File: config.mk
export PLATFORM = sky130hd
export DESIGN_NAME = light_sensor_autorange_lux_core
export DESIGN_NICKNAME = d
export VERILOG_FILES = /design/src/rtl/core/lsal_pkg.sv /design/src/rtl/core/light_sensor_autorange_lux_core.sv
export SDC_FILE = /design/constraint.sdc
export NUM_CORES = 1
export LEC_CHECK = 0
export BUFFER_PORTS_ARGS = -buffer_cell sky130_fd_sc_hd__buf_2
export CELL_PAD_IN_SITES_DETAIL_PLACEMENT = 2
export CELL_PAD_IN_SITES_GLOBAL_PLACEMENT = 2
export CORE_MARGIN = 5
export CORE_UTILIZATION = 40
export DETAILED_ROUTE_END_ITERATION = 12
export PLACE_DENSITY_LB_ADDON = 0.2
export SYNTH_ARGS = -nofsm -noshare
export SYNTH_HDL_FRONTEND = slang
export SYNTH_SLANG_ARGS = --single-unit
File: constraint.sdc
create_clock -name i_clk -period 8.4 [get_ports i_clk]
set_input_delay 0.84 -clock i_clk [delete_from_list [all_inputs] [get_ports i_clk]]
set_output_delay 0.84 -clock i_clk [all_outputs]
set_load 0.1 [all_outputs]
File: src/rtl/core/lsal_pkg.sv
`default_nettype none
// ----------------------------------------------------------------------------
// lsal_pkg
// Constants and helpers for the auto-ranging light sensor lux core.
// ----------------------------------------------------------------------------
package lsal_pkg;

    localparam int CountW = 16;
    localparam int LuxW   = 25;
    localparam int GainW  = 2;
    localparam int IntW   = 3;
    localparam int ConfW  = 11;
    localparam int ShW    = 4;

    localparam int CfgIdxW  = 2;
    localparam int CfgDataW = 3;

    localparam logic [CfgIdxW-1:0] CFG_AUTORANGE = 2'd0;
    localparam logic [CfgIdxW-1:0] CFG_GAIN      = 2'd1;
    localparam logic [CfgIdxW-1:0] CFG_INTEG     = 2'd2;

    localparam logic [CountW-1:0] SAT_LIMIT = 16'hFF00;
    localparam logic [CountW-1:0] LOW_LIMIT = 16'd100;

    localparam logic [GainW-1:0] GAIN_EIGHTH  = 2'b00;
    localparam logic [GainW-1:0] GAIN_QUARTER = 2'b01;
    localparam logic [GainW-1:0] GAIN_ONE     = 2'b10;
    localparam logic [GainW-1:0] GAIN_TWO     = 2'b11;

    localparam logic [IntW-1:0] INT_25MS  = 3'd0;
    localparam logic [IntW-1:0] INT_100MS = 3'd2;
    localparam logic [IntW-1:0] INT_800MS = 3'd5;

    // lux_q8 = floor(count * 294912/625) >> (9 - s), s = log2(gain mul * time mul).
    // K = ceil(294912 * 2^26 / 625); its overshoot stays below one step of 1/625.
    localparam int              RecipShift = 26;
    localparam int              RecipW     = 35;
    localparam logic [RecipW-1:0] RECIP_K  = 35'd31665934880;
    localparam logic [ShW-1:0]  MAX_SCALE  = 4'd9;

    localparam int ProdW = CountW + RecipW;

    typedef logic [ShW-1:0] t_sh;

    function automatic t_sh gain_log(input logic [GainW-1:0] g);
        t_sh v;
        case (g)
            GAIN_EIGHTH:  v = 4'd4;
            GAIN_QUARTER: v = 4'd3;
            GAIN_ONE:     v = 4'd1;
            GAIN_TWO:     v = 4'd0;
            default:      v = 4'd0;
        endcase
        return v;
    endfunction

    function automatic t_sh time_log(input logic [IntW-1:0] it);
        t_sh v;
        if (it > INT_800MS) begin
            v = 4'd0;
        end else begin
            v = t_sh'(INT_800MS - it);
        end
        return v;
    endfunction

    function automatic logic [ConfW-1:0] conf_of(input logic [GainW-1:0] g,
                                                  input logic [IntW-1:0]  it);
        logic [1:0] gc;
        case (g)
            GAIN_EIGHTH:  gc = 2'd3;
            GAIN_QUARTER: gc = 2'd2;
            GAIN_ONE:     gc = 2'd0;
            GAIN_TWO:     gc = 2'd1;
            default:      gc = 2'd0;
        endcase
        return {gc, 2'b00, it, 4'b0000};
    endfunction

endpackage
`default_nettype wire

File: src/rtl/core/light_sensor_autorange_lux_core.sv
`default_nettype none
// ----------------------------------------------------------------------------
// light_sensor_autorange_lux_core
// Converts raw ambient light counts to lux and steps the sensor range ladder.
// ----------------------------------------------------------------------------
// Each accepted word passes an input register and a result register, moving on
// to the result register unless a stalled result is held there; a new word can be
// taken every cycle while the result side keeps up. The path between the two is
// one constant multiply (count by a fixed reciprocal of the 0.0576 lux scale) and
// a right shift set by the running gain and integration time; lux uses the
// setting in force when the sample was taken, and the range step lands on the
// running setting as the word moves to the result register. Configuration writes
// are taken at any time and are meant to happen while the core is idle.
module light_sensor_autorange_lux_core (
    input  wire logic        i_clk,
    input  wire logic        i_rst_n,

    input  wire logic        i_s_axis_tvalid,
    output logic             o_s_axis_tready,
    input  wire logic [15:0] i_s_axis_tdata,   // [15:0] als_count
    input  wire logic        i_s_axis_tuser,   // [0] read_ok

    output logic             o_m_axis_tvalid,
    input  wire logic        i_m_axis_tready,
    output logic [47:0]      o_m_axis_tdata,   // [24:0] lux_q8, [35:25] conf_word,
                                               // [37:36] gain_now,
                                               // [40:38] integration_now, zero above
    output logic [1:0]       o_m_axis_tuser,   // [0] status, [1] conf_changed

    input  wire logic        i_cfg_valid,
    output logic             o_cfg_ready,
    input  wire logic [lsal_pkg::CfgIdxW-1:0]  i_cfg_index,
    input  wire logic [lsal_pkg::CfgDataW-1:0] i_cfg_data
);

    logic                          r_v1;
    logic [lsal_pkg::CountW-1:0]   r_count;
    logic                          r_ok;

    logic                          r_auto;
    logic [lsal_pkg::GainW-1:0]    r_gain;
    logic [lsal_pkg::IntW-1:0]     r_integ;

    logic                          r_ov;
    logic [lsal_pkg::LuxW-1:0]     r_lux;
    logic                          r_status;
    logic [lsal_pkg::ConfW-1:0]    r_conf;
    logic                          r_changed;
    logic [lsal_pkg::GainW-1:0]    r_gain_now;
    logic [lsal_pkg::IntW-1:0]     r_integ_now;

    logic                          adv;
    logic                          cfg_wr;
    logic [lsal_pkg::ProdW-1:0]    prod;
    logic [lsal_pkg::LuxW-1:0]     lux_full;
    lsal_pkg::t_sh                 scale;
    lsal_pkg::t_sh                 sh;
    logic [lsal_pkg::LuxW-1:0]     n_lux;
    logic [lsal_pkg::GainW-1:0]    n_gain;
    logic [lsal_pkg::IntW-1:0]     n_integ;
    logic                          n_changed;
    logic [lsal_pkg::IntW-1:0]     cfg_integ;

    assign adv             = !r_ov || i_m_axis_tready;
    assign o_s_axis_tready = !r_v1 || adv;
    assign o_cfg_ready     = 1'b1;
    assign cfg_wr          = i_cfg_valid;

    assign prod     = lsal_pkg::ProdW'(r_count) * lsal_pkg::ProdW'(lsal_pkg::RECIP_K);
    assign lux_full = prod[lsal_pkg::RecipShift +: lsal_pkg::LuxW];
    assign scale    = lsal_pkg::gain_log(r_gain) + lsal_pkg::time_log(r_integ);
    assign sh       = lsal_pkg::MAX_SCALE - scale;
    assign n_lux    = r_ok ? (lux_full >> sh) : '0;

    always_comb begin
        n_gain    = r_gain;
        n_integ   = r_integ;
        n_changed = 1'b0;
        if (r_ok && r_auto) begin
            if (r_count > lsal_pkg::SAT_LIMIT) begin
                if (r_gain != lsal_pkg::GAIN_EIGHTH) begin
                    n_gain    = r_gain - 2'd1;
                    n_changed = 1'b1;
                end else if (r_integ != lsal_pkg::INT_25MS) begin
                    n_integ   = r_integ - 3'd1;
                    n_changed = 1'b1;
                end
            end else if (r_count < lsal_pkg::LOW_LIMIT) begin
                if (r_gain != lsal_pkg::GAIN_TWO) begin
                    n_gain    = r_gain + 2'd1;
                    n_changed = 1'b1;
                end else if (r_integ < lsal_pkg::INT_800MS) begin
                    n_integ   = r_integ + 3'd1;
                    n_changed = 1'b1;
                end
            end
        end
    end

    assign cfg_integ = (i_cfg_data > lsal_pkg::INT_800MS) ? lsal_pkg::INT_800MS : i_cfg_data;

    always_ff @(posedge i_clk) begin
        if (!i_rst_n) begin
            r_v1    <= 1'b0;
            r_ov    <= 1'b0;
            r_auto  <= 1'b0;
            r_gain  <= lsal_pkg::GAIN_ONE;
            r_integ <= lsal_pkg::INT_100MS;
        end else begin
            if (o_s_axis_tready) begin
                r_v1 <= i_s_axis_tvalid;
            end
            if (adv) begin
                r_ov <= r_v1;
            end
            if (adv && r_v1) begin
                r_gain  <= n_gain;
                r_integ <= n_integ;
            end
            if (cfg_wr) begin
                case (i_cfg_index)
                    lsal_pkg::CFG_AUTORANGE: r_auto  <= i_cfg_data[0];
                    lsal_pkg::CFG_GAIN:      r_gain  <= i_cfg_data[lsal_pkg::GainW-1:0];
                    lsal_pkg::CFG_INTEG:     r_integ <= cfg_integ;
                    default: ;
                endcase
            end
        end
    end

    always_ff @(posedge i_clk) begin
        if (o_s_axis_tready && i_s_axis_tvalid) begin
            r_count <= i_s_axis_tdata;
            r_ok    <= i_s_axis_tuser;
        end
        if (adv && r_v1) begin
            r_lux       <= n_lux;
            r_status    <= !r_ok;
            r_conf      <= lsal_pkg::conf_of(n_gain, n_integ);
            r_changed   <= n_changed;
            r_gain_now  <= n_gain;
            r_integ_now <= n_integ;
        end
    end

    assign o_m_axis_tvalid = r_ov;
    assign o_m_axis_tdata  = {7'b0, r_integ_now, r_gain_now, r_conf, r_lux};
    assign o_m_axis_tuser  = {r_changed, r_status};

`ifndef NO_ASSERTIONS
    a_no_overrun: assert property (@(posedge i_clk) disable iff (!i_rst_n)
        !(o_s_axis_tready && r_v1 && r_ov && !i_m_axis_tready))
        else $error("input register overwritten while stalled");

    a_err_no_step: assert property (@(posedge i_clk) disable iff (!i_rst_n)
        (r_ov && o_m_axis_tuser[0]) |-> (!o_m_axis_tuser[1] && r_lux == '0))
        else $error("read error result carries lux or range change");

    a_integ_range: assert property (@(posedge i_clk) disable iff (!i_rst_n)
        r_integ <= lsal_pkg::INT_800MS)
        else $error("running integration code out of range");

    a_state_match: assert property (@(posedge i_clk) disable iff (!i_rst_n)
        (adv && r_v1) |=> (r_gain_now == r_gain && r_integ_now == r_integ))
        else $error("result setting differs from running setting");
`endif

endmodule
`default_nettype wire

# ---- Word level (Yosys, flattened, before mapping)
# Cells that the tools add are included.
dict set report word_totals {
  regBits 62
  in_bits 27
  output_inout_bits 53
}
dict set report op_classes {
  addsub 7
  n_mul 1
  n_lt_le_gt_ge 5
  n_eq_ne 9
  n_shift 1
  mux 28
  reduce_logical 14
}
# operator n
set ops {}
lappend ops {{$mul A16 B30 Y46 const B} 1}
lappend ops {{$mux W3} 11}
lappend ops {{$shr A25 B4 Y25} 1}
lappend ops {{$gt A16 B16 Y1 const B} 1}
lappend ops {{$lt A16 B7 Y1 const B} 1}
lappend ops {{$mux W2} 8}
lappend ops {{$pmux W4 S4} 1}
lappend ops {{$eq A2 B2 Y1 const B} 5}
lappend ops {{$pmux W2 S4} 1}
lappend ops {{$eq A2 B1 Y1 const B} 3}
lappend ops {{$gt A3 B3 Y1 const B} 2}
lappend ops {{$logic_not A2 Y1} 3}
lappend ops {{$mux W1} 6}
lappend ops {{$add A4 B4 Y4} 1}
lappend ops {{$mux W4} 1}
lappend ops {{$sub A3 B3 Y4 const A} 1}
lappend ops {{$sub A4 B4 Y4 const A} 1}
lappend ops {{$add A3 B1 Y3 const B} 1}
lappend ops {{$logic_and A1 B1 Y1} 3}
lappend ops {{$logic_not A1 Y1} 3}
lappend ops {{$lt A3 B3 Y1 const B} 1}
lappend ops {{$reduce_bool A3 Y1} 1}
lappend ops {{$sub A3 B1 Y3 const B} 1}
lappend ops {{$add A2 B1 Y2 const B} 1}
lappend ops {{5 further kinds} 6}

# ---- Longest topological paths before layout
# Gate-level depths: netlist of the first run.
dict set report logic_depth {
  depth_word 9
  ltp_mapped 25
  depth_no_buf 24
}

# ---- Worst setup path after synthesis of the first run
# Ideal clock, no wire load.
dict set report synth_path {
  kind {register to register}
  from {register r_count[13] (netlist name)}
  to {register r_lux[11] (netlist name), data pin}
  setup_ns 0.270
  t_arrival_ns 6.583
  setup_slack_ns 1.546
  path_stages_with_launch 23
  period_less_slack_ns 6.854
  path_cell_list {edfxtp_1 fa_1 inv_1 fa_1 inv_1 fa_1 fa_1 fa_1 inv_1 fa_1 inv_1 ha_1 buf_4 o21ai_0 o21bai_1 a211oi_1 nand3_2 nand3_1 mux2i_1 or2b_1 mux4_2 a221oi_1 a21oi_1}
}
dict set report synth_via {
  elab_chain_len 2
}
# element line
set synth_rtl {}
lappend synth_rtl {{start: declaration} light_sensor_autorange_lux_core.sv:37} ;# logic [lsal_pkg::CountW-1:0] r_count;
lappend synth_rtl {{start signal: assignment} light_sensor_autorange_lux_core.sv:133} ;# r_count <= i_s_axis_tdata;
lappend synth_rtl {{$mul A16 B30 Y46} light_sensor_autorange_lux_core.sv:69} ;# assign prod = lsal_pkg::ProdW'(r_count) * lsal_pkg::ProdW'(lsal_pkg::RECIP_K);
lappend synth_rtl {{$shr A25 B4 Y25} light_sensor_autorange_lux_core.sv:73} ;# assign n_lux = r_ok ? (lux_full >> sh) : '0;
lappend synth_rtl {{end signal: assignment} light_sensor_autorange_lux_core.sv:137} ;# r_lux <= n_lux;
lappend synth_rtl {{end: declaration} light_sensor_autorange_lux_core.sv:45} ;# logic [lsal_pkg::LuxW-1:0] r_lux;
# No other way between the ends.
# A chain may end at the register's enable or synchronous reset.

# ---- Worst setup path in the final report of the first run
dict set report layout_path {
  from {register r_count[14] (netlist name)}
  to {register r_lux[13] (netlist name), data pin}
}
# Same word-level chain as after synthesis.

==> reports/qor.yml, run 1 <==
status:
  status: "complete, no violations"
die:
  die_area_um2: 35400
  die_y_um: 188
  core_area_um2: 31500
  rows: 65
  io_pins: 80
  chipWidth_um: 188
  initial_utilization: 0.404
worst_setup_path:
  cp-start-kind: "flip-flop"
  worstSetupEndpointType: "flip-flop"
  crit_fanout: 8
  cp_cell_sequence: "fa_1, inv_1, fa_1, inv_1, fa_1, fa_1, fa_1, inv_1, fa_1, inv_1, ha_1, nand4_1, nor4_2, nand3_1, nand4_2, nand2_1, o211ai_2, xor2_1, mux4_2, a221oi_1, a21oi_1"
  critPathMaxStageDelay_ns: 0.76
  cp.arrival_ns: 7.90
  crit_buf_inv: 4
  required_ns: 8.50
  cp_common_cell: "fa_1"
  cpMaxStageDelayCell: "fa_1"
  critPathKind: "reg2reg"
  cp_top_family: "adder cells"
finish:
  final_area_um2: 13700
  diodes: 0
  drive_gt1_frac: 0.0940
  finalNetCount: 1765
  syn_to_final_growth_pct: 7.75
yosys:
  syn_area_per_cell_um2: 9.51
  synthCells: 1336
  synthTopCellsByCount: "314 x inv_1, 196 x fa_1, 164 x ha_1, 77 x nand2_1, 70 x a21oi_1"
  yosysTopAreaCell: "fa_1"
  yosysMostFrequentCell: "inv_1"
  ys_seq_area_frac: 0.133
  syn-cell-area_um2: 12700
  synth_top_area_share: 0.309
  synth-edff-count: 51
  netlist_top_cells_area: "fa_1 31%, ha_1 16%, edfxtp_1 12%"
  ys_async_sr_fraction: 0
  yosysWarnings: 0
  yosysUniqueCellTypes: 84
  synth-main-ff-cell: "edfxtp_1"
  synth_seq_cells: 59
clock_network:
  cts_tree: "built"
  cts-htree-levels: 3
  cts.path.max_buffers: 2
  cts_root_buf: "clkbuf_16"
  hold_buffers: 0
  cts_resized: 0
  clock_latency_ns: 0.38
  cts_setup_buffers: 0
  numCtsBuffers: 9
  clock-sinks: 59
  cts.clk_slew.worst_paths_ns: 0.07
timing:
  slew_headroom: 0.253
  fin_tns_setup_ns: 0
  setup_viol: 0
  hold_ws_ns: 0.523
  tightest_slew_ns: 1.12
  hold_violations: 0
  fin_crit_sh: 0.928
  finalCriticalPeriod_ns: 7.80
  rsz0062_at_grt: "false"
  finalClockSkew_ns: 0.0148
  worst_slack_ns: 0.603
  report.final.slew_viol_count: 0
  max_freq_mhz: 128
detailed_routing:
  drt-wirelength-per-cell_um: 25.9
  drt-total-wl_um: 46300
  drt-initial-drc-count: 535
  num_vias: 10000
  wl_met3_um: 2080
  top_layer_used: "met4"
  wl_met1_um: 20200
  met2_length_um: 22700
  vias_per_cell: 5.63
  firstDrtPassIters: 5
  route.detailed.drc: 0
  ant_nets: 0
grt:
  grt_use_total: 0.270
  grt_overflow_total: 0
  grt_pass1_vias: 11700
  grt_first_pass_wirelength_um: 72000
  grt_max_degree: 35
  antenna_found_initial: 0
placed_design:
  gp_congestion: 0.892
  placed_area_um2: 13300
  post-place-ws_ns: 0.649
  dp_hpwl_um: 39400
  portBuffers: 65
hold_path:
  min_path_type: "reg2reg"
run:
  drv.max_cap_violation_count: 0
==> metal layers <==
layer  track usage  vias up
met3        0.0500       59
li1              -     4452
met2         0.455      255
met4        0.0779        0
met5             0        -
met1         0.356     5275
==> flip-flops by register name (all words and copies together) (netlist names) <==
name and flops:
r_lux 25, r_ok 1, r_gain 2, r_auto 1, r_status 1, r_changed 1, r_integ_now 2, r_conf 3
r_v1 1, r_integ 3, r_count 16, o_m_axis_tvalid 1, r_gain_now 2
==> layout make-up <==
class,count,area [um2]
Inverter,315,1180
Tap cell,402,503
Timing Repair Buffer,76,408
Sequential cell,59,1690
Multi-Input combinational cell,917,9560
Fill cell,3461,17800
Clock inverter,7,116
Clock buffer,9,225
==> tightest hold or removal path: stages (launching register included) <==
cell     delay, ns
dfxtp_1       0.33
nor2_1        0.10
nor2_1        0.04
==> through the flow <==
stage | util | std cells
6_report | 0.435 | 1785
5_1_grt | 0.435 | 1785
4_1_cts | 0.435 | 1785
3_5_place_dp | 0.424 | 1769
3_3_place_gp | 0.424 | 1769
2_1_floorplan | - | 1348
==> logic make-up (layout without fill, tap and decap cells) <==
group,count (synthesis),in the layout,synth area share
flops,59,59,0.133
buf+inv,372,407,0.118
compound gates,243,243,0.129
fa+ha+maj,360,360,0.470
other cells,2,14,0.000591
simple gates,236,236,0.0932
mux,37,37,0.0376
xor+xnor,27,27,0.0186
==> layout by cell type, fill, tap and decap left out, types with 6 or more instances in the layout <==
cell,n
inv_1,314
fa_1,196
ha_1,164
nand2_1,77
a21oi_1,70
buf_2,65
edfxtp_1,51
nor2_1,50
o21ai_0,47
mux2i_1,23
nand3_1,20
xnor2_1,20
nor3_1,18
conb_1,14
nand4_1,13
o22ai_1,13
a21o_1,13
and2_1,12
buf_4,11
a31oi_1,10
a211oi_1,10
clkbuf_16,9
o211ai_1,8
mux4_2,8
dfxtp_1,8
xor2_1,7
and3_1,7
o21bai_1,7
nor4_1,6
nor2b_1,6
mux2_2,6
==> path summary, 6_finish.rpt <==
kind / start / end / slack (ns) / cells past startpoint
max: r_count[14]$_DFFE_PP_ / r_lux[13]$_SDFFCE_PN0P_ / 0.60 / 21
min: r_v1$_SDFFE_PN0N_ / o_m_axis_tvalid$_SDFFE_PN0P_ / 0.52 / 2
max reg2reg: r_count[14]$_DFFE_PP_ / r_lux[13]$_SDFFCE_PN0P_ / 0.60 / 21
min reg2reg: r_v1$_SDFFE_PN0N_ / o_m_axis_tvalid$_SDFFE_PN0P_ / 0.52 / 2
Power of run 1 is left out: the tool's default activity adds up to more than one toggle a clock period on the data nets, which glitch-free logic cannot reach.
==> run 2: changes to the inputs <==
--- a/config.mk
+++ b/config.mk
@@ -11,7 +11,7 @@
 export CORE_MARGIN = 5
 export CORE_UTILIZATION = 40
 export DETAILED_ROUTE_END_ITERATION = 12
-export PLACE_DENSITY_LB_ADDON = 0.2
+export PLACE_DENSITY = 0.83
 export SYNTH_ARGS = -nofsm -noshare
 export SYNTH_HDL_FRONTEND = slang
 export SYNTH_SLANG_ARGS = --single-unit
==> run 2 against run 1 <==
  * Register-to-register slack worse by 0.13 ns
  * Clock skew is 0.0041 ns higher
  * First-iteration DRC count rose by 58%
  * Die area is the same
  * Worst setup slack got worse by 0.13 ns
  * Critical endpoint is now r_lux[4]$_SDFFCE_PN0P_
  * Largest cell class unchanged
==> reports/qor.yml, run 2 (synthesized netlist as in run 1, its figures left out) <==
placed_design:
  gp_congestion: 0.937  # +5.0%
  dpl.cell_count: 1767  # -0.11%
  dp_hpwl_um: 40700  # +3.3%
  placed_area_um2: 13300  # -0.11%
  portBuffers: 65  # unchanged
grt:
  grt_use_total: 0.286  # +0.0166
  grt_overflow_total: 0  # unchanged
  met3_usage: 0.0674  # +0.0174
  grt_pass1_vias: 12200  # +4.5%
  grt.met2_usage: 0.498  # +0.0435
  antenna_found_initial: 1  # +1
  grt_first_pass_wirelength_um: 76100  # +5.6%
  busiest_layer: "met2"
  grt_max_degree: 35  # unchanged
  grt_util_met1: 0.335  # -0.0214
timing:
  hold_violations: 0  # unchanged
  report.final.slew_viol_count: 0  # unchanged
  max_freq_mhz: 126  # -1.6%
  finalCriticalPeriod_ns: 7.93  # +0.130 ns
  setup_viol: 0  # unchanged
  rsz0062_at_grt: "false"
  tightest_slew_ns: 0.914  # -0.206 ns
  fin_tns_setup_ns: 0  # unchanged
  fin_crit_sh: 0.944  # +0.0155
  finalClockSkew_ns: 0.0189  # +0.00407 ns
  slew_headroom: 0.389  # +0.135
finish:
  syn_to_final_growth_pct: 7.60
  reg_top3: "r_lux x25, r_count x16"
  regMostFlops: "r_lux"
  final_area_um2: 13700  # -0.14%
  fill_cells: 3438  # -0.66%
  largest_register_ffs: 25  # unchanged
  final_common_cell: "inv_1"
  finalNetCount: 1764  # -0.057%
  final_cell_mix: "314 x inv_1, 196 x fa_1, 164 x ha_1"
  final_cells: 1784  # -0.056%
  fin_util: 0.434  # -0.000596
  diodes: 0  # unchanged
  drive_gt1_frac: 0.0926  # -0.00138
die:
  die_area_um2: 35400  # unchanged
  core_area_um2: 31500  # unchanged
  die_y_um: 188  # unchanged
  chipWidth_um: 188  # unchanged
  initial_utilization: 0.404  # unchanged
  rows: 65  # unchanged
  io_pins: 80  # unchanged
detailed_routing:
  route.detailed.drc: 0  # unchanged
  num_vias: 10400  # +3.1%
  ant_nets: 0  # unchanged
  drt-initial-drc-count: 844  # +58%
  drt-wirelength-per-cell_um: 27.7  # +6.8%
  firstDrtPassIters: 5  # unchanged
  vias_per_cell: 5.81  # +3.2%
  drt-total-wl_um: 49500  # +6.8%
worst_setup_path:
  cp.arrival_ns: 8.16  # +0.26 ns
  cp-start-kind: "flip-flop"
  critPathMaxStageDelay_ns: 0.88  # +0.12 ns
  critPathKind: "reg2reg"
  worstSetupEndpointType: "flip-flop"
  cp_cell_sequence: "fa_1, inv_1, fa_1, fa_1, inv_1, fa_1, inv_1, fa_1, fa_1, inv_1, ha_1, a21oi_1, o21ai_0, a211oi_1, a21oi_1, xor2_1, mux2i_1, and2_1, a2111oi_0, a211o_1"
  crit_fanout: 8  # unchanged
  cp_common_cell: "fa_1"
  cpMaxStageDelayCell: "fa_1"
  required_ns: 8.63  # +0.13 ns
clock_network:
  cts_tree: "built"
  cts.path.max_buffers: 2  # unchanged
  clock-sinks: 59  # unchanged
  cts_root_buf: "clkbuf_16"
  cts-htree-levels: 3  # unchanged
  clock_latency_ns: 0.38  # about the same
  numCtsBuffers: 9  # unchanged
  cts_resized: 0  # unchanged
  cts.clk_slew.worst_paths_ns: 0.07  # about the same
hold_path:
  min_path_type: "reg2reg"
run:
  drv.max_cap_violation_count: 0  # unchanged
status:
  status: "complete, no violations"
==> run 2: cell count changes in the layout (fill, tap and decap cells not counted), sizes merged <==
cell / previous run / this run
clkinv: 4 / 3
buf: 76 / 75
bufinv: 3 / 2
clkinvlp: 1 / 0
clkbuf: 9 / 12
==> run 2: final timing paths <==
path	start	end	slack, ns	cells past startpoint
worst max-delay path	r_count[4]$_DFFE_PP_	r_lux[4]$_SDFFCE_PN0P_	0.47	20
worst min-delay path	r_v1$_SDFFE_PN0N_	o_m_axis_tvalid$_SDFFE_PN0P_	0.54	2
worst max register to register	r_count[4]$_DFFE_PP_	r_lux[4]$_SDFFCE_PN0P_	0.47	20
worst min register to register	r_v1$_SDFFE_PN0N_	o_m_axis_tvalid$_SDFFE_PN0P_	0.54	2
==> run 2: timing repair <==
action / in CTS / in global routing
setup buffers: 0 / 1
hold buffers: 0 / 0
endpoints found under the setup margin: 0 / 2
==> run 2: layout make-up <==
| type | count | area, um2 | share of cell area |
|---|---|---|---|
| repair buffers | 75 | 400 | 0.0293 |
| flip-flops and latches | 59 | 1690 | 0.124 |
| multi-input cells | 917 | 9560 | 0.699 |
| clock inverters | 4 | 73.8 | 0.00540 |
| inverters | 315 | 1180 | 0.0865 |
| clock buffers | 12 | 256 | 0.0188 |
| well taps | 402 | 503 | 0.0368 |
==> run 2: worst max-delay path, delay by kind of cell (launching register included) <==
family | cells | cell delay, ns
simple gates | 1 | 0.22
buf+inv | 4 | 0.38
xor+xnor | 1 | 0.37
mux | 1 | 0.22
compound gates | 6 | 2.10
flops | 1 | 0.61
fa+ha+maj | 7 | 3.87
==> run 2: metal layers <==
metal  routed length (um)  up-vias  part of all wire
met5                   19        -           0.00038
met4                 2550        2             0.052
met3                 3190      143             0.065
met2                24900      388              0.50
met1                18700     5377              0.38
li1                     -     4447                 -
==> run 2: metrics by stage <==
stage / worst slack [ns] / hold slack, ns
after global routing: 0.152 / 0.582
after global placement: 0.786 / 0.506
after floorplan: 1.55 / 0.474
after detailed placement: 0.538 / 0.542
after CTS: 0.463 / 0.551
final: 0.473 / 0.540
Power of run 2 is left out for the same reason.
